`config.mk`:
```
export PLATFORM = sky130hd
export DESIGN_NAME = cascaded_sensor_filter
export DESIGN_NICKNAME = d
export VERILOG_FILES = /design/src/csf_pkg.sv /design/src/csf_ctrl.sv /design/src/csf_dp.sv /design/src/cascaded_sensor_filter.sv
export VERILOG_INCLUDE_DIRS = /design/src /design/src/src
export SDC_FILE = /design/constraint.sdc
export NUM_CORES = 2
export LEC_CHECK = 0
export BUFFER_PORTS_ARGS = -buffer_cell sky130_fd_sc_hd__buf_4
export CORE_ASPECT_RATIO = 0.75
export CORE_MARGIN = 2
export CORE_UTILIZATION = 65
export CTS_CLUSTER_SIZE = 40
export DETAILED_ROUTE_END_ITERATION = 10
export GPL_TIMING_DRIVEN = 0
export PLACE_DENSITY = 0.82
export SLEW_MARGIN = 20
export SYNTH_ARGS = -nofsm -noshare
export SYNTH_HDL_FRONTEND = slang
export SYNTH_SLANG_ARGS = --single-unit
```
`constraint.sdc`:
```
create_clock -name aclk -period 10.65 [get_ports aclk]
set_input_delay 2.13 -clock aclk [delete_from_list [all_inputs] [get_ports aclk]]
set_output_delay 2.13 -clock aclk [all_outputs]
set_load 0.05 [all_outputs]
```
`src/cascaded_sensor_filter_macros.svh`:
```
// ----------------------------------------------------------------------------
// cascaded_sensor_filter_macros.svh
// Assertion macros shared by the cascaded sensor filter.
// ----------------------------------------------------------------------------
`ifndef CASCADED_SENSOR_FILTER_MACROS_SVH
`define CASCADED_SENSOR_FILTER_MACROS_SVH

// same-cycle implication, disabled in reset
`define CSF_ASSERT_IMPL(label, ante, cons) \
    label: assert property (@(posedge aclk) disable iff (!aresetn) (ante) |-> (cons)) \
        else $error("csf assertion failed");

// next-cycle implication, disabled in reset
`define CSF_ASSERT_NEXT(label, ante, cons) \
    label: assert property (@(posedge aclk) disable iff (!aresetn) (ante) |=> (cons)) \
        else $error("csf assertion failed");

`endif

```
`src/csf_pkg.sv`:
```
// ----------------------------------------------------------------------------
// csf_pkg
// Types, constants and helpers of the cascaded sensor filter.
// ----------------------------------------------------------------------------
`default_nettype none

package csf_pkg;

    localparam int DATA_W   = 32;
    localparam int WEIGHT_W = 17;
    localparam int EXT_W    = 38;
    localparam int PROD_W   = EXT_W + WEIGHT_W;
    localparam int CFG_IDX_W = 3;
    localparam int CFG_DATA_W = 32;

    localparam logic [WEIGHT_W-1:0] WEIGHT_ONE = 17'h10000;

    localparam logic signed [EXT_W-1:0] DATA_MAX_EXT = 38'sh00_7FFF_FFFF;
    localparam logic signed [EXT_W-1:0] DATA_MIN_EXT = -38'sh00_8000_0000;

    // configuration register indexes
    localparam logic [CFG_IDX_W-1:0] REG_CHAIN_MODE = 3'd0;
    localparam logic [CFG_IDX_W-1:0] REG_LPF_WEIGHT = 3'd1;
    localparam logic [CFG_IDX_W-1:0] REG_CF_WEIGHT  = 3'd2;
    localparam logic [CFG_IDX_W-1:0] REG_KF_Q       = 3'd3;
    localparam logic [CFG_IDX_W-1:0] REG_KF_R       = 3'd4;
    localparam logic [CFG_IDX_W-1:0] REG_GYRO_DT    = 3'd5;

    // chain modes
    localparam logic [2:0] MODE_KF      = 3'd0;
    localparam logic [2:0] MODE_CF      = 3'd1;
    localparam logic [2:0] MODE_LP      = 3'd2;
    localparam logic [2:0] MODE_LP_KF   = 3'd3;
    localparam logic [2:0] MODE_CF_KF   = 3'd4;
    localparam logic [2:0] MODE_ALL     = 3'd5;

    typedef enum logic [4:0] {
        ST_IDLE, ST_LP_SET, ST_LP_MUL, ST_LP_UPD,
        ST_CF_GSET, ST_CF_GMUL, ST_CF_GUPD, ST_CF_ASET, ST_CF_AMUL, ST_CF_UPD,
        ST_KF_P, ST_KF_DEN, ST_KF_DINIT, ST_KF_DIV, ST_KF_GAIN,
        ST_KF_XSET, ST_KF_XMUL, ST_KF_XUPD, ST_KF_PSET, ST_KF_PMUL, ST_KF_PUPD,
        ST_ZERO, ST_DONE
    } state_t;

    typedef enum logic [4:0] {
        OP_NONE, OP_LOAD, OP_MUL,
        OP_LP_SET, OP_LP_UPD,
        OP_CF_GSET, OP_CF_GUPD, OP_CF_ASET, OP_CF_UPD,
        OP_KF_P, OP_KF_DEN, OP_KF_DINIT, OP_KF_DIV, OP_KF_GAIN,
        OP_KF_XSET, OP_KF_XUPD, OP_KF_PSET, OP_KF_PUPD,
        OP_ZERO, OP_EMIT
    } op_t;

    typedef struct packed {
        op_t  op;
        logic sel_cur;   // gyro input of the complementary stage is the low-pass output
    } cmd_t;

    typedef struct packed {
        logic div_last;
        logic out_free;
    } status_t;

    // a weight above one acts as one
    function automatic logic [WEIGHT_W-1:0] wclamp(input logic [WEIGHT_W-1:0] w);
        return (w > WEIGHT_ONE) ? WEIGHT_ONE : w;
    endfunction

    // clip to the data range; bit DATA_W flags a clip
    function automatic logic [DATA_W:0] clip(input logic signed [EXT_W-1:0] v);
        logic [DATA_W:0] r;
        if (v > DATA_MAX_EXT) begin
            r = {1'b1, DATA_MAX_EXT[DATA_W-1:0]};
        end else if (v < DATA_MIN_EXT) begin
            r = {1'b1, DATA_MIN_EXT[DATA_W-1:0]};
        end else begin
            r = {1'b0, v[DATA_W-1:0]};
        end
        return r;
    endfunction

endpackage

`default_nettype wire

```
`src/csf_ctrl.sv`:
```
// ----------------------------------------------------------------------------
// csf_ctrl
// Sequencer of the filter chain: steps the datapath through the stages.
// ----------------------------------------------------------------------------
`default_nettype none

module csf_ctrl (
    input  wire logic             aclk,
    input  wire logic             aresetn,
    input  wire logic             s_tvalid,
    output logic                  s_tready,
    input  wire logic [2:0]       chain_mode,
    input  wire csf_pkg::status_t status,
    output csf_pkg::cmd_t         cmd
);
    import csf_pkg::*;

    state_t state_reg, state_next;

    always_ff @(posedge aclk) begin
        if (!aresetn) begin
            state_reg <= ST_IDLE;
        end else begin
            state_reg <= state_next;
        end
    end

    always_comb begin
        state_next = state_reg;
        case (state_reg)
            ST_IDLE: begin
                if (s_tvalid) begin
                    case (chain_mode)
                        MODE_KF:                       state_next = ST_KF_P;
                        MODE_CF, MODE_CF_KF:           state_next = ST_CF_GSET;
                        MODE_LP, MODE_LP_KF, MODE_ALL: state_next = ST_LP_SET;
                        default:                       state_next = ST_ZERO;
                    endcase
                end
            end
            ST_LP_SET:  state_next = ST_LP_MUL;
            ST_LP_MUL:  state_next = ST_LP_UPD;
            ST_LP_UPD: begin
                if (chain_mode == MODE_LP) begin
                    state_next = ST_DONE;
                end else if (chain_mode == MODE_LP_KF) begin
                    state_next = ST_KF_P;
                end else begin
                    state_next = ST_CF_GSET;
                end
            end
            ST_CF_GSET: state_next = ST_CF_GMUL;
            ST_CF_GMUL: state_next = ST_CF_GUPD;
            ST_CF_GUPD: state_next = ST_CF_ASET;
            ST_CF_ASET: state_next = ST_CF_AMUL;
            ST_CF_AMUL: state_next = ST_CF_UPD;
            ST_CF_UPD: begin
                state_next = (chain_mode == MODE_CF) ? ST_DONE : ST_KF_P;
            end
            ST_KF_P:     state_next = ST_KF_DEN;
            ST_KF_DEN:   state_next = ST_KF_DINIT;
            ST_KF_DINIT: state_next = ST_KF_DIV;
            ST_KF_DIV: begin
                if (status.div_last) begin
                    state_next = ST_KF_GAIN;
                end
            end
            ST_KF_GAIN: state_next = ST_KF_XSET;
            ST_KF_XSET: state_next = ST_KF_XMUL;
            ST_KF_XMUL: state_next = ST_KF_XUPD;
            ST_KF_XUPD: state_next = ST_KF_PSET;
            ST_KF_PSET: state_next = ST_KF_PMUL;
            ST_KF_PMUL: state_next = ST_KF_PUPD;
            ST_KF_PUPD: state_next = ST_DONE;
            ST_ZERO:    state_next = ST_DONE;
            ST_DONE: begin
                if (status.out_free) begin
                    state_next = ST_IDLE;
                end
            end
            default:    state_next = ST_IDLE;
        endcase
    end

    always_comb begin
        s_tready    = (state_reg == ST_IDLE);
        cmd.sel_cur = (chain_mode == MODE_ALL);
        case (state_reg)
            ST_IDLE:     cmd.op = s_tvalid ? OP_LOAD : OP_NONE;
            ST_LP_SET:   cmd.op = OP_LP_SET;
            ST_LP_UPD:   cmd.op = OP_LP_UPD;
            ST_CF_GSET:  cmd.op = OP_CF_GSET;
            ST_CF_GUPD:  cmd.op = OP_CF_GUPD;
            ST_CF_ASET:  cmd.op = OP_CF_ASET;
            ST_CF_UPD:   cmd.op = OP_CF_UPD;
            ST_KF_P:     cmd.op = OP_KF_P;
            ST_KF_DEN:   cmd.op = OP_KF_DEN;
            ST_KF_DINIT: cmd.op = OP_KF_DINIT;
            ST_KF_DIV:   cmd.op = OP_KF_DIV;
            ST_KF_GAIN:  cmd.op = OP_KF_GAIN;
            ST_KF_XSET:  cmd.op = OP_KF_XSET;
            ST_KF_XUPD:  cmd.op = OP_KF_XUPD;
            ST_KF_PSET:  cmd.op = OP_KF_PSET;
            ST_KF_PUPD:  cmd.op = OP_KF_PUPD;
            ST_LP_MUL, ST_CF_GMUL, ST_CF_AMUL, ST_KF_XMUL, ST_KF_PMUL: cmd.op = OP_MUL;
            ST_ZERO:     cmd.op = OP_ZERO;
            ST_DONE:     cmd.op = OP_EMIT;
            default:     cmd.op = OP_NONE;
        endcase
    end

endmodule

`default_nettype wire

```
`src/csf_dp.sv`:
```
// ----------------------------------------------------------------------------
// csf_dp
// Datapath: stage state, shared weight multiplier, serial gain divider and
// the result register.
// ----------------------------------------------------------------------------
`default_nettype none

module csf_dp (
    input  wire logic                  aclk,
    input  wire logic                  aresetn,
    input  wire csf_pkg::cmd_t         cmd,
    output csf_pkg::status_t           status,
    input  wire logic [95:0]           s_tdata,
    input  wire logic [16:0]           lpf_weight,
    input  wire logic [16:0]           cf_weight,
    input  wire logic [30:0]           kf_process_noise,
    input  wire logic [30:0]           kf_measure_noise,
    input  wire logic [16:0]           gyro_dt,
    output logic                       m_tvalid,
    input  wire logic                  m_tready,
    output logic [31:0]                m_tdata,
    output logic                       m_tuser
);
    import csf_pkg::*;

    logic signed [DATA_W-1:0] raw_reg, acc_reg, rate_reg, cur_reg;
    logic signed [DATA_W-1:0] smooth_reg, fused_reg, xest_reg, cov_reg;
    logic                     clip_reg;
    logic signed [EXT_W-1:0]  g_reg, opd_reg;
    logic [WEIGHT_W-1:0]      w_reg, gain_reg, q_reg;
    logic [PROD_W-1:0]        prod_reg;
    logic                     neg_reg;
    logic [30:0]              p_reg;
    logic [31:0]              den_reg, rem_reg;
    logic [16:0]              num_reg;
    logic [4:0]               cnt_reg;
    logic                     out_valid_reg, out_sat_reg;
    logic [DATA_W-1:0]        out_data_reg;

    logic [PROD_W-1:0]        rnd;
    logic signed [EXT_W-1:0]  wm;
    logic [EXT_W-1:0]         opd_mag;
    logic signed [EXT_W-1:0]  sum;
    logic [DATA_W:0]          clipped;
    logic [31:0]              psum;
    logic [47:0]              numfull;
    logic [32:0]              remx;
    logic                     ge;
    logic                     out_free;

    // rounded weight product, ties away from zero
    assign rnd     = (prod_reg + PROD_W'(17'h08000)) >> 16;
    assign wm      = neg_reg ? -$signed(rnd[EXT_W-1:0]) : $signed(rnd[EXT_W-1:0]);
    assign opd_mag = opd_reg[EXT_W-1] ? EXT_W'(-opd_reg) : EXT_W'(opd_reg);

    always_comb begin
        case (cmd.op)
            OP_LP_UPD:  sum = EXT_W'(smooth_reg) + wm;
            OP_CF_GUPD: sum = EXT_W'(fused_reg) + wm;
            OP_CF_UPD:  sum = g_reg + wm;
            OP_KF_XUPD: sum = EXT_W'(xest_reg) + wm;
            default:    sum = wm;
        endcase
    end
    assign clipped = clip(sum);

    assign psum    = {1'b0, cov_reg[30:0]} + {1'b0, kf_process_noise};
    assign numfull = {1'b0, p_reg, 16'h0000} + {17'h0_0000, den_reg[31:1]};
    assign remx    = {rem_reg, num_reg[16]};
    assign ge      = (remx >= {1'b0, den_reg});

    assign out_free        = !out_valid_reg || m_tready;
    assign status.out_free = out_free;
    assign status.div_last = (cnt_reg == 5'd0);

    // stage state and flow registers
    always_ff @(posedge aclk) begin
        if (!aresetn) begin
            smooth_reg <= '0;
            fused_reg  <= '0;
            xest_reg   <= '0;
            cov_reg    <= '0;
            clip_reg   <= 1'b0;
        end else begin
            case (cmd.op)
                OP_LOAD: clip_reg <= 1'b0;
                OP_LP_UPD: begin
                    smooth_reg <= clipped[DATA_W-1:0];
                    clip_reg   <= clip_reg | clipped[DATA_W];
                end
                OP_CF_UPD: begin
                    fused_reg <= clipped[DATA_W-1:0];
                    clip_reg  <= clip_reg | clipped[DATA_W];
                end
                OP_KF_P: clip_reg <= clip_reg | psum[31];
                OP_KF_XUPD: begin
                    xest_reg <= clipped[DATA_W-1:0];
                    clip_reg <= clip_reg | clipped[DATA_W];
                end
                OP_KF_PUPD: cov_reg <= wm[DATA_W-1:0];
                default: ;
            endcase
        end
    end

    always_ff @(posedge aclk) begin
        case (cmd.op)
            OP_LOAD: begin
                raw_reg  <= s_tdata[31:0];
                acc_reg  <= s_tdata[63:32];
                rate_reg <= s_tdata[95:64];
                cur_reg  <= s_tdata[31:0];
            end
            OP_LP_SET: begin
                opd_reg <= EXT_W'(raw_reg) - EXT_W'(smooth_reg);
                w_reg   <= wclamp(lpf_weight);
            end
            OP_MUL: begin
                prod_reg <= PROD_W'(opd_mag) * PROD_W'(w_reg);
                neg_reg  <= opd_reg[EXT_W-1];
            end
            OP_LP_UPD:  cur_reg <= clipped[DATA_W-1:0];
            OP_CF_GSET: begin
                opd_reg <= cmd.sel_cur ? EXT_W'(cur_reg) : EXT_W'(rate_reg);
                w_reg   <= wclamp(gyro_dt);
            end
            OP_CF_GUPD: g_reg <= sum;
            OP_CF_ASET: begin
                opd_reg <= EXT_W'(acc_reg) - g_reg;
                w_reg   <= wclamp(cf_weight);
            end
            OP_CF_UPD:  cur_reg <= clipped[DATA_W-1:0];
            OP_KF_P:    p_reg <= psum[31] ? 31'h7FFF_FFFF : psum[30:0];
            OP_KF_DEN:  den_reg <= {1'b0, p_reg} + {1'b0, kf_measure_noise};
            OP_KF_DINIT: begin
                rem_reg <= {1'b0, numfull[47:17]};
                num_reg <= numfull[16:0];
                q_reg   <= '0;
                cnt_reg <= 5'd16;
            end
            OP_KF_DIV: begin
                // one restoring step per cycle, quotient bit from the top
                rem_reg <= ge ? 32'(remx - {1'b0, den_reg}) : remx[31:0];
                q_reg   <= {q_reg[15:0], ge};
                num_reg <= {num_reg[15:0], 1'b0};
                cnt_reg <= cnt_reg - 5'd1;
            end
            OP_KF_GAIN: begin
                if (den_reg == 32'd0) begin
                    gain_reg <= '0;
                end else begin
                    gain_reg <= wclamp(q_reg);
                end
            end
            OP_KF_XSET: begin
                opd_reg <= EXT_W'(cur_reg) - EXT_W'(xest_reg);
                w_reg   <= gain_reg;
            end
            OP_KF_XUPD: cur_reg <= clipped[DATA_W-1:0];
            OP_KF_PSET: begin
                opd_reg <= EXT_W'({1'b0, p_reg});
                w_reg   <= WEIGHT_ONE - gain_reg;
            end
            OP_ZERO:    cur_reg <= '0;
            OP_EMIT: begin
                if (out_free) begin
                    out_data_reg <= cur_reg;
                    out_sat_reg  <= clip_reg;
                end
            end
            default: ;
        endcase
    end

    // result register: hold the word until the receiver takes it
    always_ff @(posedge aclk) begin
        if (!aresetn) begin
            out_valid_reg <= 1'b0;
        end else if (cmd.op == OP_EMIT && out_free) begin
            out_valid_reg <= 1'b1;
        end else if (m_tready) begin
            out_valid_reg <= 1'b0;
        end
    end

    assign m_tvalid = out_valid_reg;
    assign m_tdata  = out_data_reg;
    assign m_tuser  = out_sat_reg;

endmodule

`default_nettype wire

```
`src/cascaded_sensor_filter.sv`:
```
// ----------------------------------------------------------------------------
// cascaded_sensor_filter
// Low-pass, complementary and scalar Kalman stages in a selectable chain.
// ----------------------------------------------------------------------------
// Usage:
//   The input stream carries one sample per word on s_tdata (raw value,
//   accelerometer angle, gyro rate). Each accepted word produces exactly one
//   result word on m_tdata (filtered value) with m_tuser set when any stage
//   result was clipped to the Q16.16 range.
//   The cfg channel writes the six registers (chain mode, low-pass weight,
//   complementary weight, Kalman Q and R, gyro step); cfg_ready is always
//   high. Write only while no sample is in flight.
//   One sample is processed at a time: the next word is taken in the cycle
//   the sequencer is back in idle, and no word is accepted while a sample
//   is in work. Each stage uses the shared multiplier, one operation per
//   cycle; the Kalman stage adds the 17-step serial gain divider.
//   A finished word waits in the output register while the receiver stalls;
//   the next sample is accepted meanwhile and its result holds until the
//   register frees.
//   Reset (aresetn low, synchronous) clears all stage state to zero and loads
//   the register defaults; no output word is pending after reset.
// ----------------------------------------------------------------------------
`default_nettype none

`include "cascaded_sensor_filter_macros.svh"

module cascaded_sensor_filter (
    input  wire logic        aclk,
    input  wire logic        aresetn,
    input  wire logic        s_tvalid,
    output logic             s_tready,
    input  wire logic [95:0] s_tdata,   // raw_sample, accel_angle, gyro_rate
    output logic             m_tvalid,
    input  wire logic        m_tready,
    output logic [31:0]      m_tdata,   // filtered_value
    output logic             m_tuser,   // saturated
    input  wire logic        cfg_valid,
    output logic             cfg_ready,
    input  wire logic [2:0]  cfg_index,
    input  wire logic [31:0] cfg_data
);
    import csf_pkg::*;

    logic [2:0]  chain_mode_reg;
    logic [16:0] lpf_weight_reg, cf_weight_reg, gyro_dt_reg;
    logic [30:0] kf_q_reg, kf_r_reg;
    cmd_t        cmd;
    status_t     status;

    assign cfg_ready = 1'b1;

    always_ff @(posedge aclk) begin
        if (!aresetn) begin
            chain_mode_reg <= MODE_ALL;
            lpf_weight_reg <= 17'd65536;
            cf_weight_reg  <= 17'd64225;
            kf_q_reg       <= 31'd66;
            kf_r_reg       <= 31'd6554;
            gyro_dt_reg    <= 17'd328;
        end else if (cfg_valid) begin
            case (cfg_index)
                REG_CHAIN_MODE: chain_mode_reg <= cfg_data[2:0];
                REG_LPF_WEIGHT: lpf_weight_reg <= cfg_data[16:0];
                REG_CF_WEIGHT:  cf_weight_reg  <= cfg_data[16:0];
                REG_KF_Q:       kf_q_reg       <= cfg_data[30:0];
                REG_KF_R:       kf_r_reg       <= cfg_data[30:0];
                REG_GYRO_DT:    gyro_dt_reg    <= cfg_data[16:0];
                default: ;
            endcase
        end
    end

    csf_ctrl u_ctrl (
        .aclk       (aclk),
        .aresetn    (aresetn),
        .s_tvalid   (s_tvalid),
        .s_tready   (s_tready),
        .chain_mode (chain_mode_reg),
        .status     (status),
        .cmd        (cmd)
    );

    csf_dp u_dp (
        .aclk             (aclk),
        .aresetn          (aresetn),
        .cmd              (cmd),
        .status           (status),
        .s_tdata          (s_tdata),
        .lpf_weight       (lpf_weight_reg),
        .cf_weight        (cf_weight_reg),
        .kf_process_noise (kf_q_reg),
        .kf_measure_noise (kf_r_reg),
        .gyro_dt          (gyro_dt_reg),
        .m_tvalid         (m_tvalid),
        .m_tready         (m_tready),
        .m_tdata          (m_tdata),
        .m_tuser          (m_tuser)
    );

    // a sample in work blocks the next one
    `CSF_ASSERT_NEXT(a_busy_after_accept, s_tvalid && s_tready, !s_tready)
    // a result word only appears after the sequencer has left idle
    `CSF_ASSERT_IMPL(a_result_from_work, $rose(m_tvalid), $past(!s_tready))

endmodule

`default_nettype wire
```
Word level (Yosys, flattened, before mapping)
Cells that the tools add are included.

Input port bits: 136. Bits in registers: 710. Output and inout bits: 36.

Magnitude comparators: 7. Multiplexer cells: 31. Reduce and logical (&&, ||, !) cells: 27. Multiply operators: 1. Add/sub/neg operators: 16. Bitwise gates (word level): 2. Equal/unequal tests: 54.

Operators by type and width (number): one-hot mux 38 bit (5 select lines) (1); one-hot mux 38 bit (4 select lines) (1); adder 32 x 38 -> 38 bit (3); 2-to-1 mux 38 bit (3); one-hot mux 5 bit (22 select lines) (1); one-hot mux 32 bit (3 select lines) (1); one-hot mux 5 bit (19 select lines) (1); one-hot mux 17 bit (5 select lines) (1); == test 5 x 4 -> 1 bit, second input constant (16); negator 38 bit (2); > comparator 17 bit, second input constant (4); 2-to-1 mux 17 bit (4); one-hot mux 17 bit (2 select lines) (2); 2-to-1 mux 33 bit (2); subtractor 32 x 32 -> 33 bit (2); adder 31 x 31 -> 32 bit (2); one-hot mux 32 bit (2 select lines) (1); == test 5 bit, second input constant (11); adder 54 x 16 -> 54 bit, second input constant (1); multiplier 38 x 17 -> 54 bit (1); adder 47 x 31 -> 48 bit (1); == test 5 x 3 -> 1 bit, second input constant (8); adder 38 bit (1); > comparator 38 x 32 -> 1 bit, second input constant (1); 35 further kinds (67).

Depth between registers and ports, before layout
Word-level depth: 10. Depth in mapped cells: 35. Gate-level depth less buffers: 33.

Modules after synthesis
From an unflattened synthesis, not the netlist that was laid out.

Cells, all modules: 6917. Area, all modules: 63071.7 um^2.

By module, submodules not included: csf_dp (instances 1, seq. area each 15945.3 um^2, area an instance 57810.4 um^2, cells each 6367); cascaded_sensor_filter (instances 1, seq. area each 2322.2 um^2, area an instance 4486.8 um^2, cells each 436); csf_ctrl (instances 1, seq. area each 100.1 um^2, area an instance 774.5 um^2, cells each 114).

Worst setup path before layout
OpenSTA, ideal clock, no wires.

Path type: flip-flop to flip-flop. From: register u_dp.opd_reg[6]. To: register u_dp.prod_reg[46] (data pin). Arrival: 8.942 ns. Data required time: 10.387 ns. Setup slack: 1.445 ns. Cell stages (with the launch flop): 31. Library setup time: 0.263 ns. Cells stage by stage: edfxtp_1 -> or4_1 -> or4_1 -> nor4_1 -> nand2b_1 -> o41ai_1 -> xnor2_1 -> clkbuf_1 -> nand2_1 -> fa_1 -> inv_1 -> fa_1 -> inv_1 -> fa_1 -> fa_1 -> fa_1 -> inv_1 -> fa_1 -> ha_1 -> a21oi_1 -> o221ai_1 -> a21oi_1 -> a2bb2oi_1 -> a41oi_1 -> o41a_1 -> a31o_2 -> a41oi_1 -> a21oi_1 -> a311o_1 -> a311oi_1 -> xnor2_1.

Word-level cells in the longest chain between the ends: 3.

RTL lines: start, declared (line csf_dp.sv:29) `logic signed [EXT_W-1:0] g_reg, opd_reg;`; start signal, assigned (line csf_dp.sv:115) `opd_reg <= EXT_W'(raw_reg) - EXT_W'(smooth_reg);`; start signal, assigned (line csf_dp.sv:124) `opd_reg <= cmd.sel_cur ? EXT_W'(cur_reg) : EXT_W'(rate_reg);`; start signal, assigned (line csf_dp.sv:129) `opd_reg <= EXT_W'(acc_reg) - g_reg;`; negator 38 bit (line csf_dp.sv:54) `assign opd_mag = opd_reg[EXT_W-1] ? EXT_W'(-opd_reg) : EXT_W'(opd_reg);`; 2-to-1 mux 38 bit (*) (line csf_dp.sv:54); multiplier 38 x 17 -> 54 bit (*) (line csf_dp.sv:119) `prod_reg <= PROD_W'(opd_mag) * PROD_W'(w_reg);`; end signal, assigned (line csf_dp.sv:119); end, declared (line csf_dp.sv:31) `logic [PROD_W-1:0] prod_reg;`.

Mark *: on every way between the ends. The rest lies on a longest branch, timed or not. A chain may end at the register's enable or synchronous reset.

Worst setup path in the final report
From: register u_dp.opd_reg[37]. To: register u_dp.prod_reg[46] (data pin).

Same word-level chain as after synthesis.

==> impl_metrics.env <==
export IMPL_status="finished with violations"
export IMPL_violations="design-rule violations"
export IMPL_initial_core_util_pct=65.68
export IMPL_largest_reg_flops=39
export IMPL_synth_top_family_by_area="adder cells"
export IMPL_min_path_type="register to register"
export IMPL_wl_met1_mm=84.00
export IMPL_drt_initial_drc_count=7643
export IMPL_routed_wl_met3_mm=39.92
export IMPL_nets=8036
export IMPL_synthXorXnorAreaFrac_pct=4.935
export IMPL_detail_route_antenna_nets=0
export IMPL_start_kind="register"
export IMPL_yosys_warnings=0
export IMPL_ys_seq_area_share_pct=29.93
export IMPL_grt_pass1_wl_mm=322.4
export IMPL_synthMuxAreaShare_pct=0.4872
export IMPL_hold_buffers=0
export IMPL_grt_util_all_layers_pct=44.67
export IMPL_h_tree_depth=3
export IMPL_firstDrtPassIters=11
export IMPL_cap_violations=0
export IMPL_syn_nets=7776
export IMPL_detailed_place_hpwl_mm=176.1
export IMPL_wl_mm=217.3
export IMPL_synth_cell_types=89
export IMPL_multiInputGateArea_mm2=0.03906
export IMPL_grt_max_degree=51
export IMPL_dieArea_mm2=0.09692
export IMPL_synth_simple_gate_area_share_pct=16.39
export IMPL_slew_viol_final=0
export IMPL_synth_common_cells="nand2_1, inv_1, fa_1"
export IMPL_clock_root_buffer="clkbuf_16"
export IMPL_final_fill_count=7101
export IMPL_die_h_um=270.1
export IMPL_die_x_um=358.8
export IMPL_synthCells=6721
export IMPL_timing_rr_start="u_dp.opd_reg[37]"
export IMPL_hold_viol_final=0
export IMPL_finalCritPeriodShare_pct=98.55
export IMPL_synth_most_common_cell="nand2_1"
export IMPL_cts_tree="built"
export IMPL_cts_buffers=73
export IMPL_coreArea_mm2=0.09345
export IMPL_ys_flop_type="edfxtp_1"
export IMPL_regToRegSetupSlack_ps=150
export IMPL_synth_top_area_share_pct=21.77
export IMPL_clkSlewWorstSetupHoldPaths_ps=70
export IMPL_crit_slowest_cell="clkbuf_1"
export IMPL_antenna_found_initial=10
export IMPL_worstSetupPathType="register to register"
export IMPL_hp_start="kf_r_reg[10]"
export IMPL_drc=3
export IMPL_timing_fmax_ghz=0.09528
export IMPL_worstPathArrival_ps=10910
export IMPL_crit_buf_inv=6
export IMPL_synthAdderAreaFrac_pct=25.39
export IMPL_min_period_ps=10500
export IMPL_first_global_vias=51260
export IMPL_synth_area_mm2=0.06138
export IMPL_rows=97
export IMPL_crit_top_cell="fa_1"
export IMPL_area_growth_syn_to_layout_pct=9.771
export IMPL_crit_required_ps=11070
export IMPL_io_pins=172
export IMPL_worstMarginPinSlew_ps=1433
export IMPL_drive_gt1_share_pct=6.406
export IMPL_worst_path_max_fanout=10
export IMPL_placed_cells=8140
export IMPL_synth_largest_area_cell="edfxtp_1"
export IMPL_grt_overflow=0
export IMPL_io_buffers=168
export IMPL_synth_seq_cells=695
export IMPL_end_kind="register"
export IMPL_synth_edf_count=445
export IMPL_syn_avg_cell_area_um2=9.132
export IMPL_synthTopCellsByArea="edfxtp_1, fa_1, dfxtp_1"
export IMPL_top_layer="met5"
export IMPL_clock_sinks=695
export IMPL_critPathTopFamily="compound AO/OA/AOI/OAI gates"
export IMPL_tns_ps=0
export IMPL_synth_compound_area_share_pct=15.92
export IMPL_via_count=53732
export IMPL_wl_per_cell_um=26.23
export IMPL_max_stage_delay_ps=600
export IMPL_finalSetupViolCount=0
export IMPL_clkLatencyLatePin_ps=680
export IMPL_via_per_inst=6.488
export IMPL_final_cell_count_no_fill=8282
export IMPL_maxSlewHeadroom_pct=3.779
export IMPL_startpoint="u_dp.opd_reg[37]"
export IMPL_wl_met2_mm=83.69
export IMPL_max_clock_path_buffers=3
export IMPL_fin_skew_ps=39.43
export IMPL_synth_async_reset_ratio_pct=0
export IMPL_regArea_mm2=0.01837
export IMPL_gp_congestion=1.044
-- cells in the final DEF, fill, tap and decap left out, types with 103 or more instances in the layout --
master and count:
nand2_1 1071, inv_1 769, fa_1 544, edfxtp_1 445
a21oi_1 393, ha_1 375, o21ai_0 301, clkbuf_1 275
nor2_1 258, and2_1 256, dfxtp_1 250, xnor2_1 201
buf_4 178, xor2_1 123, a21boi_0 120, a21o_1 111
nand3_1 103
-- logic make-up after synthesis --
family                     after synthesis
DFF                                    695
and+or+nand+nor                       2158
muxes                                   29
adders and majority gates              919
xor gates and xnor gates               345
AOI/OAI and AO/OA                     1472
other                                    1
buffers and inverters                 1102
-- worst paths after layout --
| check | end | cells after the start |
|---|---|---|
| max | u_dp.prod_reg[46] | 28 |
| min | kf_r_reg[10] | 2 |
| max reg2reg | u_dp.prod_reg[46] | 28 |
| min reg2reg | kf_r_reg[10] | 2 |
-- tightest hold or removal path, cell delays in order, from the launching register on --
cell	delay (ps)
dfxtp_1	310
nand2_1	50
a21boi_0	60
-- through the flow --
stage / setup slack (ps) / utilization [%] / cell area [µm²] / hold slack (ps)
floorplan: 1445 / - / 61380 / 430.7
global placement: -352.8 / 68.68 / 64180 / 440.7
detailed placement: -534.7 / 69.06 / 64540 / 465.7
finish: 154.7 / 72.09 / 67370 / 473.8
CTS: 17.74 / 71.89 / 67180 / 471.2
global route: -147.0 / 72.08 / 67360 / 483.1
-- layer usage --
metal	GRT usage (%)	up-vias
met5	0	-
met2	59.07	3947
met1	62.94	25761
met4	16.99	14
met3	21.22	564
li1	-	23446
-- area by class of cell --
class | instances | share of cell area, %
Antenna cell | 5 | 0.01857
Buffer | 332 | 2.112
Clock buffer | 98 | 3.109
Clock inverter | 36 | 0.6389
Inverter | 770 | 4.297
Multi-Input combinational cell | 4924 | 57.97
Sequential cell | 695 | 27.26
Tap cell | 1237 | 2.297
Timing Repair Buffer | 185 | 2.294
-- timing repair --
| action | in CTS | in global routing |
|---|---|---|
| pin swaps | 1 | 2 |
| endpoints found under the setup margin | 10 | 12 |
| resized for setup | 26 | 51 |
| setup buffers | 2 | 1 |
Power is left out: the tool's default activity adds up to more than one toggle a clock period on the data nets, which glitch-free logic cannot reach.
